[config.mk]
export PLATFORM = sky130hd
export DESIGN_NAME = chkv_queue
export DESIGN_NICKNAME = d
export VERILOG_FILES = /design/src/chkv_pkg.sv /design/src/chkv_queue.sv
export SDC_FILE = /design/constraint.sdc
export NUM_CORES = 1
export LEC_CHECK = 0
export BUFFER_PORTS_ARGS = -buffer_cell sky130_fd_sc_hd__buf_2
export CAP_MARGIN = 30
export CORE_MARGIN = 2
export CORE_UTILIZATION = 56
export DETAILED_ROUTE_END_ITERATION = 8
export MAX_ROUTING_LAYER = met4
export PLACE_DENSITY = 0.94
export SYNTH_ARGS = -nofsm -noshare
export SYNTH_HDL_FRONTEND = slang
export SYNTH_SLANG_ARGS = --single-unit
[constraint.sdc]
create_clock -name clk -period 19.65 [get_ports clk]
set_input_delay 0.9825 -clock clk [delete_from_list [all_inputs] [get_ports clk]]
set_output_delay 0.9825 -clock clk [all_outputs]
set_load 0.02 [all_outputs]
[src/chkv_pkg.sv]
package chkv_pkg;

    // Default table sizes
    localparam int BUCKETS_DEF = 256;
    localparam int ENTRIES_DEF = 1024;

    // Field widths
    localparam int KEY_W   = 64;
    localparam int VAL_W   = 64;
    localparam int BCNT_W  = 9;
    localparam int STAT_W  = 3;
    localparam int BIDX_W  = 16;   // wide enough for any bucket index
    localparam int DIV_BITS = 4;   // key bits consumed per remainder step

    // Request modes
    localparam logic MODE_SET = 1'b0;
    localparam logic MODE_GET = 1'b1;

    // Result codes
    localparam logic [STAT_W-1:0] ST_INSERTED  = 3'd0;
    localparam logic [STAT_W-1:0] ST_UPDATED   = 3'd1;
    localparam logic [STAT_W-1:0] ST_FOUND     = 3'd2;
    localparam logic [STAT_W-1:0] ST_NOT_FOUND = 3'd3;
    localparam logic [STAT_W-1:0] ST_FULL      = 3'd4;

    // Classified request handed from front to back
    typedef struct packed {
        logic              mode;
        logic [KEY_W-1:0]  key;
        logic [VAL_W-1:0]  value;
        logic [BIDX_W-1:0] bucket;
    } req_t;

endpackage

[src/chkv_queue.sv]
module chkv_queue
    import chkv_pkg::*;
(
    input  logic clk,
    input  logic rst_n,
    input  logic wr_valid,
    output logic wr_ready,
    input  req_t wr_data,
    output logic rd_valid,
    input  logic rd_ready,
    output req_t rd_data
);

    // Two-slot FIFO
    req_t       slot_reg [2];
    logic       wp_reg, rp_reg;
    logic [1:0] cnt_reg;
    logic       push, pop;

    assign push     = wr_valid && wr_ready;
    assign pop      = rd_valid && rd_ready;
    assign wr_ready = (cnt_reg != 2'd2);
    assign rd_valid = (cnt_reg != 2'd0);
    assign rd_data  = slot_reg[rp_reg];

    always_ff @(posedge clk or negedge rst_n)
    begin
        if (!rst_n)
        begin
            wp_reg  <= 1'b0;
            rp_reg  <= 1'b0;
            cnt_reg <= 2'd0;
        end
        else
        begin
            if (push)
                wp_reg <= ~wp_reg;
            if (pop)
                rp_reg <= ~rp_reg;
            if (push && !pop)
                cnt_reg <= cnt_reg + 2'd1;
            else if (pop && !push)
                cnt_reg <= cnt_reg - 2'd1;
        end
    end

    always_ff @(posedge clk)
    begin
        if (push)
            slot_reg[wp_reg] <= wr_data;
    end

endmodule

Yosys cells after proc, flatten, opt, wreduce, memory -nomap -nowiden
Memories as Yosys holds them, arrays and structs flattened.
Cells that the tools add are included.
{"block": "word_totals", "elab_cells": 21, "input_bits": 149, "n_memories": 1, "register_bits": 4, "output_inout_bits": 147, "mem_bits_rw": 290}
{"name": "slot_reg", "words": 2, "word_bits": 145, "rd": 1, "rd_clocked_by_memory_dff": 0, "wr": 1, "line_no": "chkv_queue.sv:15", "rtl": "req_t slot_reg [2];"}
{"block": "op_classes", "n_bitwise": 2, "eq_ne": 1, "n_addsub": 2, "n_mux": 4, "n_reduce_logical": 8}
{"operator": "logical AND 1 bit", "n": 4}
{"operator": "two-way mux 2 bit", "n": 2}
{"operator": "nonzero test 2 bit", "n": 2}
{"operator": "adder 2 x 1 -> 2 bit, second input constant", "n": 1}
{"operator": "zero test 1 bit", "n": 2}
{"operator": "two-way mux 1 bit", "n": 2}
{"operator": "!= test 2 bit, second input constant", "n": 1}
{"operator": "inverter 1 bit", "n": 2}
{"operator": "subtractor 2 x 1 -> 2 bit, second input constant", "n": 1}

Logic depth before layout (Yosys ltp)
{"block": "depth", "depth_word": 6, "ltp_mapped": 7, "ltp_nobuf": 7}

Least setup slack after synthesis
No wires, ideal clock.
{"block": "synth_timing", "path_type": "in2reg", "from": "in wr_valid", "to": "mem slot_reg[0][0] (netlist name) (enable)", "required_time_ps": 18998, "n_path_buf": 0, "cell_stages": 2, "setup_slack_ps": 11899, "setup_ps": 652, "t_arrival_ps": 7099, "path_cell_list": "nand2_1 > nor2_1"}
{"block": "synth_via", "elab_chain_len": 3}
{"item": "start, declared", "line_no": "chkv_queue.sv:6", "rtl": "input logic wr_valid,"}
{"item": "logical AND 1 bit", "line_no": "chkv_queue.sv:20", "rtl": "assign push = wr_valid && wr_ready;"}
{"item": "two-way mux 1 bit", "line_no": "chkv_queue.sv:49", "rtl": "if (push)"}
{"item": "two-way mux 1 bit (implied by the code)", "line_no": "chkv_queue.sv:50", "rtl": "slot_reg[wp_reg] <= wr_data;"}
{"item": "end, declared", "line_no": "chkv_queue.sv:15"}
No other way between the ends.

==> results.txt <==
The area growth from synthesis to layout is 24.3%. The largest family of logic cells by synthesized area is multiplexers. Sorting the synthesized cells by area gives the leading types as sky130_fd_sc_hd__edfxtp_1, sky130_fd_sc_hd__mux2_2, sky130_fd_sc_hd__clkbuf_8, sky130_fd_sc_hd__dfrtp_1, sky130_fd_sc_hd__buf_6. The logs give 0 for the count of endpoints failing hold in the final timing report and 29 for the number of buffers added by the clock tree synthesis step. For this design the ratio of total power to cell area is 158 nW/um^2.

The maximum achievable frequency was 290 MHz; the data arrival time of the critical path was 2.46 ns. The maximum clock skew at final layout was 0.0283 ns. The flow ran to the end, and the final reports show no timing, DRC or antenna violations.

The number of different library cells used by synthesis comes to 14. The launching point of the worst reg2reg path is cnt_reg[0]$_DFFE_PN0P_. The final number of max-transition violations was 0; the post-cts hold buffer count was 0.

The detailed router placed 5502 vias in this run. In the post-route analysis, the smallest setup slack over all paths is 16.21 ns. After synthesis, the largest area contributor takes up 81.1% of total cell area. Across the run, the number of max-cap violations was 0.

The initial utilization of the core area, before any placement, comes to 57.2%. The kind of critical path is flop to output pin. CTS placed an instance of sky130_fd_sc_hd__clkbuf_16 at the clock tree root. The run gives 936 as the layout net count. The tools report the critical path startpoint category as a flop.

Fill cells in the final layout number 1107. Setup violations remaining at the end of the flow were counted as 0. Portion of the clock cycle consumed by the worst path in the final layout: 17.5%. The logs give 5 for the number of antenna violations at the first check in global routing and 10700 sq um for the summed instance area of the synthesized netlist. The footprint of the multi-input gates came out at 1740 sq um. During synthesis, Yosys emitted a total of 0 warnings.

The tree built by TritonCTS fans out to 294 sinks. After Yosys synthesis, XOR and XNOR cells account for 0.408% of the synthesized area. The number of flip-flops and latches in the synthesized netlist is 294.

Counting flops with an async set or reset pin after synthesis yields a share of 1.36%. Setup repair after global routing left no endpoint under its margin. The cell depth of the worst flop-to-flop path is 5, and the core area is 18800 sq um.

The run gives 0 ns as the final sum of negative setup slack. TritonCTS built the clock tree. The first routing iteration left 215 violations. The min-delay analysis places its worst path in the category input pin to asynchronous set/reset pin. The final instance area was 13300 sq um. For this block, the routed nets add up to 20700 um of wire.

The total iterations of the first detailed-routing run came out at 4. The average cell area after synthesis came out at 22.9 sq um. The beginning of the critical path is rp_reg$_DFFE_PN0P_. The number of buffers on the longest clock path came out at 3.

The run gives 5702 as the number of global-route vias before repair. The die outline area is 20300 sq um. The net count after synthesis was 619. For the worst setup path, the data required time is 18.67 ns. In the synthesized netlist, mux cells make up 15.2% of the area.

The synthesized netlist devotes 0% of its cell area to compound gates. The register with the most flip-flops in the layout has 290 of them. The leakage power is 5.02 nW.

In the detailed route, the total length drawn on met3 is 1680 um. The run gives 1 as the level count of the clock H-tree. OpenSTA, run right after detailed placement, puts the worst setup slack at 16.37 ns. The most critical setup path has its endpoint at rd_data[120].

Global routing finished with a remaining overflow of 0. The post-synthesis adder-cell area fraction works out to 0.116%. The number of input and output port buffers inserted is 295, and the share of layout cells above drive strength 1 is 61.1%.

Global routing used 19.9% of the available tracks across all layers. The worst pin sits at a relative slew slack of 34.0%. Number of ports placed on the die boundary: 296. In this run the post-CTS setup repair buffer count came out at 0. The worst path needs 3.44 ns of the cycle, external delays included. In this run the register-to-register setup slack is 16.85 ns. The worst-case IR drop observed on VDD is 0.000114 V.

The sequential fraction of the synthesis area was 82.0%. Summing all placed instances gives a cell area of 12400 sq um. The first global-routing pass estimated 29700 um of wire. The destination of the worst register-to-register timing path was slot_reg[0][41]$_DFFE_PP_. The run gives 50 as the cell row count.

Number of enable-type register cells in the synthesized netlist: 290. Counting every instance in the synthesized netlist gives 469. Dividing the detail-routed via count by the number of cells gives 5.26. Routed signal wires occupy layers up through met4.

STA classifies the critical path endpoint as an output pin. Once detail routing completed, the nets flagged for antenna violations numbered 0. For the HPWL after detailed placement, the log shows 13500 um. In the routed design, unresolved DRC markers number 0. Routability-driven placement finished with a final weighted congestion of 0.749. Along the worst path, the maximum fanout reaches 58.

The routed design uses 10800 um of met2 wire. For the pin with the worst max-slew slack, the measured transition is 0.989 ns. The tools report the detailed-route wire length on metal 1 as 7420 um.

The predominant post-synthesis flop cell is sky130_fd_sc_hd__edfxtp_1. The insertion delay of the later-clocked pin in the worst-skew pair was 0.54 ns; the simple-gate share of the synthesized area was 0.315%. The floorplan step set the die height to 142 um. After clock tree synthesis, the clock-pin slew on the worst setup and hold paths is 0.06 ns. The synthesized design spends more area on one cell type than any other, namely sky130_fd_sc_hd__edfxtp_1. After detailed routing, the average wire length per cell comes to 19.8 um. Measured along the x axis, the die boundary spans 142 um. Entering global routing, the biggest net connects 75 pins. Area used by sequential logic in the layout: 8810 sq um. Post-cts sizing count: 0.
## synth_stat cells, types with 2 or more instances
cell / count
sky130_fd_sc_hd__dfrtp_1: 4
sky130_fd_sc_hd__nand2_1: 2
sky130_fd_sc_hd__nor2_1: 2
sky130_fd_sc_hd__edfxtp_1: 290
sky130_fd_sc_hd__buf_6: 6
sky130_fd_sc_hd__xnor2_1: 3
sky130_fd_sc_hd__xor2_1: 2
sky130_fd_sc_hd__clkbuf_8: 10
sky130_fd_sc_hd__mux2_2: 145
## placed cells by master, fill, tap and decap left out, drive strengths merged, types with 3 or more instances in the layout
cell / instances
edfxtp: 290
mux2: 145
bufinv: 3
xnor2: 3
dfrtp: 4
diode: 5
clkbuf: 32
clkinv: 15
buf: 302
## worst min path at each step
stage                                 from                      to  slack (ns)  cells past startpoint
global placement    cnt_reg[1]$_DFFE_PN0P_  cnt_reg[1]$_DFFE_PN0P_        0.47                      1
global route                         rst_n  cnt_reg[0]$_DFFE_PN0P_        0.23                      1
finish                               rst_n      rp_reg$_DFFE_PN0P_        0.24                      1
floorplan           cnt_reg[1]$_DFFE_PN0P_  cnt_reg[1]$_DFFE_PN0P_        0.46                      1
detailed placement  cnt_reg[1]$_DFFE_PN0P_  cnt_reg[1]$_DFFE_PN0P_        0.48                      1
CTS                                  rst_n      rp_reg$_DFFE_PN0P_        0.21                      1
## cell families after synthesis
group / after synthesis
XOR/XNOR: 5
multiplexers: 145
adder cells (fa/ha/maj): 1
buffers and inverters: 17
flip-flops: 294
AND/OR/NAND/NOR: 7
## critical path, cell delays in order, from the launching register on
cell and delay, ns:
sky130_fd_sc_hd__dfrtp_4 0.62, sky130_fd_sc_hd__buf_4 0.67, sky130_fd_sc_hd__mux2_2 0.44, sky130_fd_sc_hd__buf_2 0.17
## report_power, final
group	internal (mW)	switching (mW)	total, mW
clock	0.307	0.217	0.524
sequential	0.859	0.0419	0.901
combinational	0.263	0.419	0.682
total	1.43	0.678	2.11
## metal layers
metal,track usage [%],vias up
met4,9.48,0
met5,-,-
li1,-,2514
met3,5.35,65
met1,21.6,2666
met2,34.2,257
## layout make-up
class,instances,share of cell area [%]
clock buffer,32,5.52
multi-input combinational,158,13.0
clock inverter,20,1.29
antenna,5,0.0937
tap,234,2.19
sequential,294,66.0
timing repair buffer,302,11.8
inverter,1,0.0281
## stage by stage
step	util, %	cells	power [mW]	hold slack, ns
after floorplan	-	469	1.42	0.456
after global placement	65.8	986	1.56	0.473
after detailed placement	66.1	988	1.59	0.478
after CTS	70.9	1040	2.12	0.213
after global routing	71.1	1046	2.19	0.225
final	71.1	1046	2.11	0.237
Power figures use the tool's default switching activity.
