--- src/chkv_pkg.sv ---
package chkv_pkg;

    // Default table sizes
    localparam int BUCKETS_DEF = 256;
    localparam int ENTRIES_DEF = 1024;

    // Field widths
    localparam int KEY_W   = 64;
    localparam int VAL_W   = 64;
    localparam int BCNT_W  = 9;
    localparam int STAT_W  = 3;
    localparam int BIDX_W  = 16;   // wide enough for any bucket index
    localparam int DIV_BITS = 4;   // key bits consumed per remainder step

    // Request modes
    localparam logic MODE_SET = 1'b0;
    localparam logic MODE_GET = 1'b1;

    // Result codes
    localparam logic [STAT_W-1:0] ST_INSERTED  = 3'd0;
    localparam logic [STAT_W-1:0] ST_UPDATED   = 3'd1;
    localparam logic [STAT_W-1:0] ST_FOUND     = 3'd2;
    localparam logic [STAT_W-1:0] ST_NOT_FOUND = 3'd3;
    localparam logic [STAT_W-1:0] ST_FULL      = 3'd4;

    // Classified request handed from front to back
    typedef struct packed {
        logic              mode;
        logic [KEY_W-1:0]  key;
        logic [VAL_W-1:0]  value;
        logic [BIDX_W-1:0] bucket;
    } req_t;

endpackage

--- src/chkv_front.sv ---
module chkv_front
    import chkv_pkg::*;
#(
    parameter int BUCKETS = BUCKETS_DEF
)
(
    input  logic              clk,
    input  logic              rst_n,
    input  logic [BCNT_W-1:0] bucket_count,
    input  logic              in_valid,
    output logic              in_ready,
    input  logic              in_mode,
    input  logic [KEY_W-1:0]  in_key,
    input  logic [VAL_W-1:0]  in_value,
    output logic              q_valid,
    input  logic              q_ready,
    output req_t              q_data
);

    localparam int STEPS = KEY_W / DIV_BITS;
    localparam int SC_W  = $clog2(STEPS + 1);

    typedef enum logic [2:0]
    {
        F_IDLE = 3'b001,
        F_DIV  = 3'b010,
        F_PUSH = 3'b100
    } fstate_t;

    fstate_t           state_reg, state_next;
    logic [SC_W-1:0]   cnt_reg, cnt_next;
    logic [BCNT_W-1:0] rem_reg, rem_next;
    logic [BCNT_W-1:0] div_reg;
    logic [KEY_W-1:0]  shf_reg;
    logic              mode_reg;
    logic [KEY_W-1:0]  key_reg;
    logic [VAL_W-1:0]  val_reg;
    logic [BCNT_W-1:0] eff;

    // Effective bucket count: zero reads as one, saturate at table size
    always_comb
    begin
        if (bucket_count == '0)
            eff = BCNT_W'(1);
        else if (17'(bucket_count) > 17'(BUCKETS))
            eff = BCNT_W'(BUCKETS);
        else
            eff = bucket_count;
    end

    // Restoring remainder, a few key bits per cycle
    always_comb
    begin
        logic [BCNT_W:0] t;
        t = '0;
        rem_next = rem_reg;
        for (int i = 0; i < DIV_BITS; i++)
        begin
            t = {rem_next, shf_reg[KEY_W-1-i]};
            if (t >= {1'b0, div_reg})
                t = t - {1'b0, div_reg};
            rem_next = t[BCNT_W-1:0];
        end
    end

    // Sequencer
    always_comb
    begin
        state_next = state_reg;
        cnt_next   = cnt_reg;
        case (state_reg)
            F_IDLE:
            begin
                if (in_valid)
                begin
                    state_next = F_DIV;
                    cnt_next   = '0;
                end
            end
            F_DIV:
            begin
                cnt_next = cnt_reg + 1'b1;
                if (cnt_reg == SC_W'(STEPS - 1))
                    state_next = F_PUSH;
            end
            F_PUSH:
            begin
                if (q_ready)
                    state_next = F_IDLE;
            end
            default: state_next = F_IDLE;
        endcase
    end

    always_ff @(posedge clk or negedge rst_n)
    begin
        if (!rst_n)
        begin
            state_reg <= F_IDLE;
            cnt_reg   <= '0;
        end
        else
        begin
            state_reg <= state_next;
            cnt_reg   <= cnt_next;
        end
    end

    // Request payload and divider datapath
    always_ff @(posedge clk)
    begin
        if (state_reg == F_IDLE && in_valid)
        begin
            mode_reg <= in_mode;
            key_reg  <= in_key;
            val_reg  <= in_value;
            shf_reg  <= in_key;
            div_reg  <= eff;
            rem_reg  <= '0;
        end
        else if (state_reg == F_DIV)
        begin
            rem_reg <= rem_next;
            shf_reg <= shf_reg << DIV_BITS;
        end
    end

    assign in_ready      = (state_reg == F_IDLE);
    assign q_valid       = (state_reg == F_PUSH);
    assign q_data.mode   = mode_reg;
    assign q_data.key    = key_reg;
    assign q_data.value  = val_reg;
    assign q_data.bucket = BIDX_W'(rem_reg);

endmodule

--- config.mk ---
export PLATFORM = sky130hd
export DESIGN_NAME = chkv_front
export DESIGN_NICKNAME = d
export VERILOG_FILES = /design/src/chkv_pkg.sv /design/src/chkv_front.sv
export SDC_FILE = /design/constraint.sdc
export NUM_CORES = 1
export LEC_CHECK = 0
export BUFFER_PORTS_ARGS = -buffer_cell sky130_fd_sc_hd__buf_2
export CAP_MARGIN = 10
export CELL_PAD_IN_SITES_DETAIL_PLACEMENT = 1
export CELL_PAD_IN_SITES_GLOBAL_PLACEMENT = 2
export CORE_MARGIN = 3
export CORE_UTILIZATION = 39
export CTS_BUF_LIST = sky130_fd_sc_hd__clkbuf_4
export CTS_CLUSTER_SIZE = 30
export DETAILED_ROUTE_END_ITERATION = 10
export HOLD_SLACK_MARGIN = 0.12
export PLACE_DENSITY = 0.9
export SLEW_MARGIN = 20
export SYNTH_ARGS = -nofsm -noshare
export SYNTH_HDL_FRONTEND = slang
export SYNTH_SLANG_ARGS = --single-unit
--- constraint.sdc ---
create_clock -name clk -period 15 [get_ports clk]
set_clock_uncertainty 0.15 [all_clocks]
set_input_delay 3 -clock clk [delete_from_list [all_inputs] [get_ports clk]]
set_output_delay 3 -clock clk [all_outputs]
set_load 0.01 [all_outputs]
==> After elaboration in Yosys (flattened, before gate mapping) <==
Index checks and enable logic that the tools add are counted.
{ "op_classes": {"add_sub_neg": 5, "magnitude_cmp": 5, "n_eq_ne": 7, "muxes": 13, "reduce_logical": 7} }
{ "ops": {"columns": ["cell", "count"], "rows": [
  ["two-way mux 64 bit", 2],
  ["two-way mux 9 bit", 5],
  [">= comparator 10 x 9 -> 1 bit", 4],
  ["subtractor 9 bit", 4],
  ["one-hot mux 5 bit (2 select lines)", 1],
  ["greater-than comparator 9 bit (second input constant)", 1],
  ["logical NOT 9 bit", 1],
  ["two-way mux 3 bit", 3],
  ["one-hot mux 3 bit (3 select lines)", 1],
  ["adder 5 x 1 -> 5 bit (second input constant)", 1],
  ["== test 5 x 4 -> 1 bit (second input constant)", 1],
  ["two-way mux 5 bit", 1],
  ["inequality test 2 bit (second input constant)", 2],
  ["nonzero test 2 bit", 2],
  ["== test 3 x 1 -> 1 bit (second input constant)", 1],
  ["== test 3 x 2 -> 1 bit (second input constant)", 1],
  ["== test 3 bit (second input constant)", 1],
  ["AND reduction 3 bit", 1],
  ["inequality test 2 x 1 -> 1 bit (second input constant)", 1],
  ["AND reduction 2 bit", 1],
  ["OR reduction 2 bit", 1],
  ["logical AND 1 bit", 1]
]} }
{ "word_totals": {"ff_bits": 219, "in_bits": 142, "out_inout_bits": 147, "elab_cells": 46} }

==> Depth between registers and ports, before layout <==
{ "depth": {"depth_word": 8, "depth_mapped": 37, "ltp_nobuf": 36} }

==> Worst setup path before layout <==
OpenSTA, ideal clock, no wires.
{ "synth_timing": {"path_kind": "input to register", "startpoint": "input port in_valid", "endpoint": "register shf_reg[57], data pin", "setup_ps": 157, "arrival_time_ps": 8081, "required_ps": 14693, "setup_slack_ps": 6611, "path_stages": 4, "path_cell_list": "and2_1 > clkbuf_1 > clkbuf_1 > mux2_2"} }
{ "synth_via": {"elab_chain_cells": 2} }
{ "synth_rtl": {"columns": ["item", "line", "source"], "rows": [
  ["start, declared", "chkv_front.sv:10", "input logic in_valid,"],
  ["logical AND 1 bit", "chkv_front.sv:112", "if (state_reg == F_IDLE && in_valid)"],
  ["two-way mux 64 bit", "chkv_front.sv:112", null],
  ["end signal, assigned", "chkv_front.sv:117", "shf_reg <= in_key;"],
  ["end signal, assigned", "chkv_front.sv:124", "shf_reg <= shf_reg << DIV_BITS;"],
  ["end, declared", "chkv_front.sv:34", "logic [KEY_W-1:0] shf_reg;"]
]} }
Every way passes these cells.
A chain may end at the register's enable or synchronous reset.

==> Final worst setup path <==
{ "layout_timing": {"startpoint": "register shf_reg[63]", "endpoint": "register rem_reg[0]"} }
{ "layout_via": {"elab_chain_cells": 8, "word_cells_on_any_way": 11, "cone_classes": "add/sub (3); order compare (4); mux (4)"} }
{ "layout_rtl": {"columns": ["item", "line", "source"], "rows": [
  ["subtractor 9 bit / >= comparator 10 x 9 -> 1 bit (equally long branches)", "chkv_front.sv:61, chkv_front.sv:60", null],
  ["two-way mux 9 bit (*)", "chkv_front.sv:60", "if (t >= {1'b0, div_reg})"],
  ["subtractor 9 bit / >= comparator 10 x 9 -> 1 bit (equally long branches)", "chkv_front.sv:61, chkv_front.sv:60", null],
  ["two-way mux 9 bit (*)", "chkv_front.sv:60", null],
  ["subtractor 9 bit / >= comparator 10 x 9 -> 1 bit (equally long branches)", "chkv_front.sv:61, chkv_front.sv:60", null],
  ["two-way mux 9 bit (*)", "chkv_front.sv:60", null],
  [">= comparator 10 x 9 -> 1 bit (*)", "chkv_front.sv:60", null],
  ["two-way mux 9 bit (*)", "chkv_front.sv:60", null],
  ["end signal, assigned", "chkv_front.sv:123", "rem_reg <= rem_next;"],
  ["end, declared", "chkv_front.sv:32", "logic [BCNT_W-1:0] rem_reg, rem_next;"]
]} }
Mark *: on every way between the ends. The rest lies on a longest branch, timed or not.

==> results.tsv <==
metric	value	unit
status	complete, no violations	
synth.area.mux_share	9.68	%
route.detailed.drc	0	
synth_xor_area_share	2.00	%
drive_above_1_share	45.1	%
nNetsFinal	1144	
initial_utilization	40.3	%
layout-area-overhead-vs-synth	24.8	%
synth-compound-area-share	7.22	%
syn-cell-area	0.00964	mm²
tritoncts	built	
setup_viol	0	
fin_area	0.0120	mm²
cts.path.max_buffers	3	
grt_pass1_wl	41300	µm
worstSetupPathType	reg2reg	
cp_max_fo	10	
vias	6560	
rows	56	
grt_pass1_vias	7420	
leakage	5.06	nW
post_cts_buffers	0	
cpPeakStageDelay	0.48	ns
final_cell_mix	buf_2, edfxtp_1, clkbuf_4	
synth.avg_cell_area	15.2	µm²
slew_headroom	39.7	%
grt_max_degree	75	
wirelength	27000	µm
clk_pin_slew_worst_paths	0.07	ns
synthArstFlopShare	3.65	%
avgRoutedWirePerCell	20.5	µm
io_buffers	281	
dr.pass1.iters	4	
hold_violations	0	
via_per_inst	4.98	
synth-seq-cells	219	
synth_top_family_by_area	multiplexers	
ctsHoldBuffers	0	
cp_slowest_cell	fa_1	
rsz0062_at_grt	false	
placed_area	0.0114	mm²
yosys.area_share.adder	6.02	%
maxCapViolations	0	
ys_seq_area_share	66.9	%
cp_data_required_time	15.37	ns
synth_cell_types	63	
path_common_cell	a21oi_1	
yosysWarnings	0	
final_common_cell	buf_2	
hold_class	reg2reg	
synth_edf_count	202	
synth_ff_type	edfxtp_1	
tightest_slew	0.905	ns
finalCritPeriodShare	62.0	%
grt-ovfl-total	0	
crit_arrival	9.66	ns
max-vdd-ir-drop	0.225	mV
max_freq	108	MHz
end_kind	register	
dpl.cell_count	1223	
n_fill_cell	2530	
setup_tns	0	ns
root_buffer	clkbuf_4	
worstSetupStartpointType	register	
layout_min_cycle_time	9.30	ns
p_per_area	299	mW/mm²
cts_max_level	2	
cts_resized	0	
gp_congestion	0.836	
clkLatencyLatePin	0.64	ns
dp_hpwl	20500	µm
slew_viol_final	0	
cts_made_buffers	52	
dieArea	0.0266	mm²
synthSimpleGateAreaFrac	5.92	%
dr.first_iter.drc_count	291	
clock-sinks	219	
stdcell_count	1316	
dieHeight	163	µm
antenna_found_initial	5	
synthesis.instances	633	
io_pins	289	
core	0.0239	mm²
ant_nets	0	
die_x	163	µm
grt_use_total	20.3	%
[cell families (layout without fill, tap and decap cells)]
group           count (synthesis)  after routing
xor+xnor                       22             22
fa+ha+maj                      44             44
buf+inv                        47            403
compound gates                103            103
flops                         219            219
simple gates                  114            114
mux                            83             83
other cells                     1              9
[cells in the mapped netlist, types with 7 or more instances]
library cell / instances / area (µm²)
edfxtp_1: 202 / 6070
mux2_2: 68 / 766
ha_1: 40 / 500
nand2_1: 34 / 128
inv_1: 28 / 105
nor2_1: 25 / 93.8
a21oi_1: 24 / 120
o21ai_0: 21 / 105
mux2i_1: 13 / 130
xnor2_1: 11 / 96.3
xor2_1: 11 / 96.3
a21o_1: 10 / 75.1
and2_1: 10 / 62.6
o21ai_1: 10 / 50.1
clkbuf_1: 9 / 33.8
dfxtp_1: 9 / 180
a211oi_1: 8 / 60.1
buf_4: 8 / 60.1
dfrtp_1: 7 / 175
[metrics by stage]
| step | worst slack [ns] | power, mW | utilization (%) | hold slack, ns |
|---|---|---|---|---|
| 4_1_cts | 5.71 | 3.62 | 50.3 | 0.368 |
| 3_5_place_dp | 5.72 | 3.14 | 47.6 | 0.358 |
| 3_3_place_gp | 6.02 | 3.09 | 47.6 | 0.347 |
| 6_report | 5.70 | 3.59 | 50.4 | 0.370 |
| 5_1_grt | 4.70 | 3.89 | 50.4 | 0.399 |
| 2_1_floorplan | 6.61 | 2.60 | - | 0.315 |
[path summary, 6_finish.rpt]
path | start | to | slack, ns | cells past startpoint
hold / removal | cnt_reg[2] | cnt_reg[2] | 0.37 | 1
setup reg to reg | shf_reg[63] | rem_reg[0] | 5.70 | 34
hold reg to reg | cnt_reg[2] | cnt_reg[2] | 0.37 | 1
max in group asynchronous | rst_n | state_reg[0] | 12.38 | 1
setup / recovery | shf_reg[63] | rem_reg[0] | 5.70 | 34
min in group asynchronous | rst_n | cnt_reg[4] | 2.07 | 1
[final cells by class]
| type | count | area [µm²] | share of cell area (%) |
|---|---|---|---|
| Clock inverter | 12 | 52.6 | 0.437 |
| Tap cell | 319 | 399 | 3.32 |
| Multi-Input combinational cell | 373 | 3000 | 24.9 |
| Timing Repair Buffer | 284 | 1430 | 11.9 |
| Sequential cell | 219 | 6450 | 53.6 |
| Inverter | 28 | 105 | 0.873 |
| Antenna cell | 2 | 5.00 | 0.0416 |
| Clock buffer | 79 | 593 | 4.93 |
[critical path: cells and delay by family, from the launching register on]
family,cells,cell delay (ns)
AO/OA/AOI/OAI,15,3.50
AND/OR/NAND/NOR,7,1.85
adder cells (fa/ha/maj),5,1.72
multiplexers,5,1.43
flip-flops,1,0.40
buffers and inverters,2,0.13
[where the power goes]
part	internal [mW]	switching (mW)	leakage (nW)	total, mW
Clock	0.239	0.229	0.379	0.468
Sequential	0.918	0.0647	2.08	0.983
Combinational	0.914	1.23	2.60	2.14
Total	2.07	1.52	5.06	3.59
[routing by layer]
| layer | routed length, µm | share of wire (%) | global-route usage [%] | vias up |
|---|---|---|---|---|
| li1 | - | - | - | 3067 |
| met1 | 9720 | 36 | 22.2 | 3194 |
| met2 | 14400 | 53 | 37.2 | 228 |
| met5 | 38 | 0.14 | 0 | - |
| met4 | 812 | 3.0 | 6.77 | 8 |
| met3 | 2030 | 7.5 | 6.37 | 63 |
(Power assumes the default switching activity.)
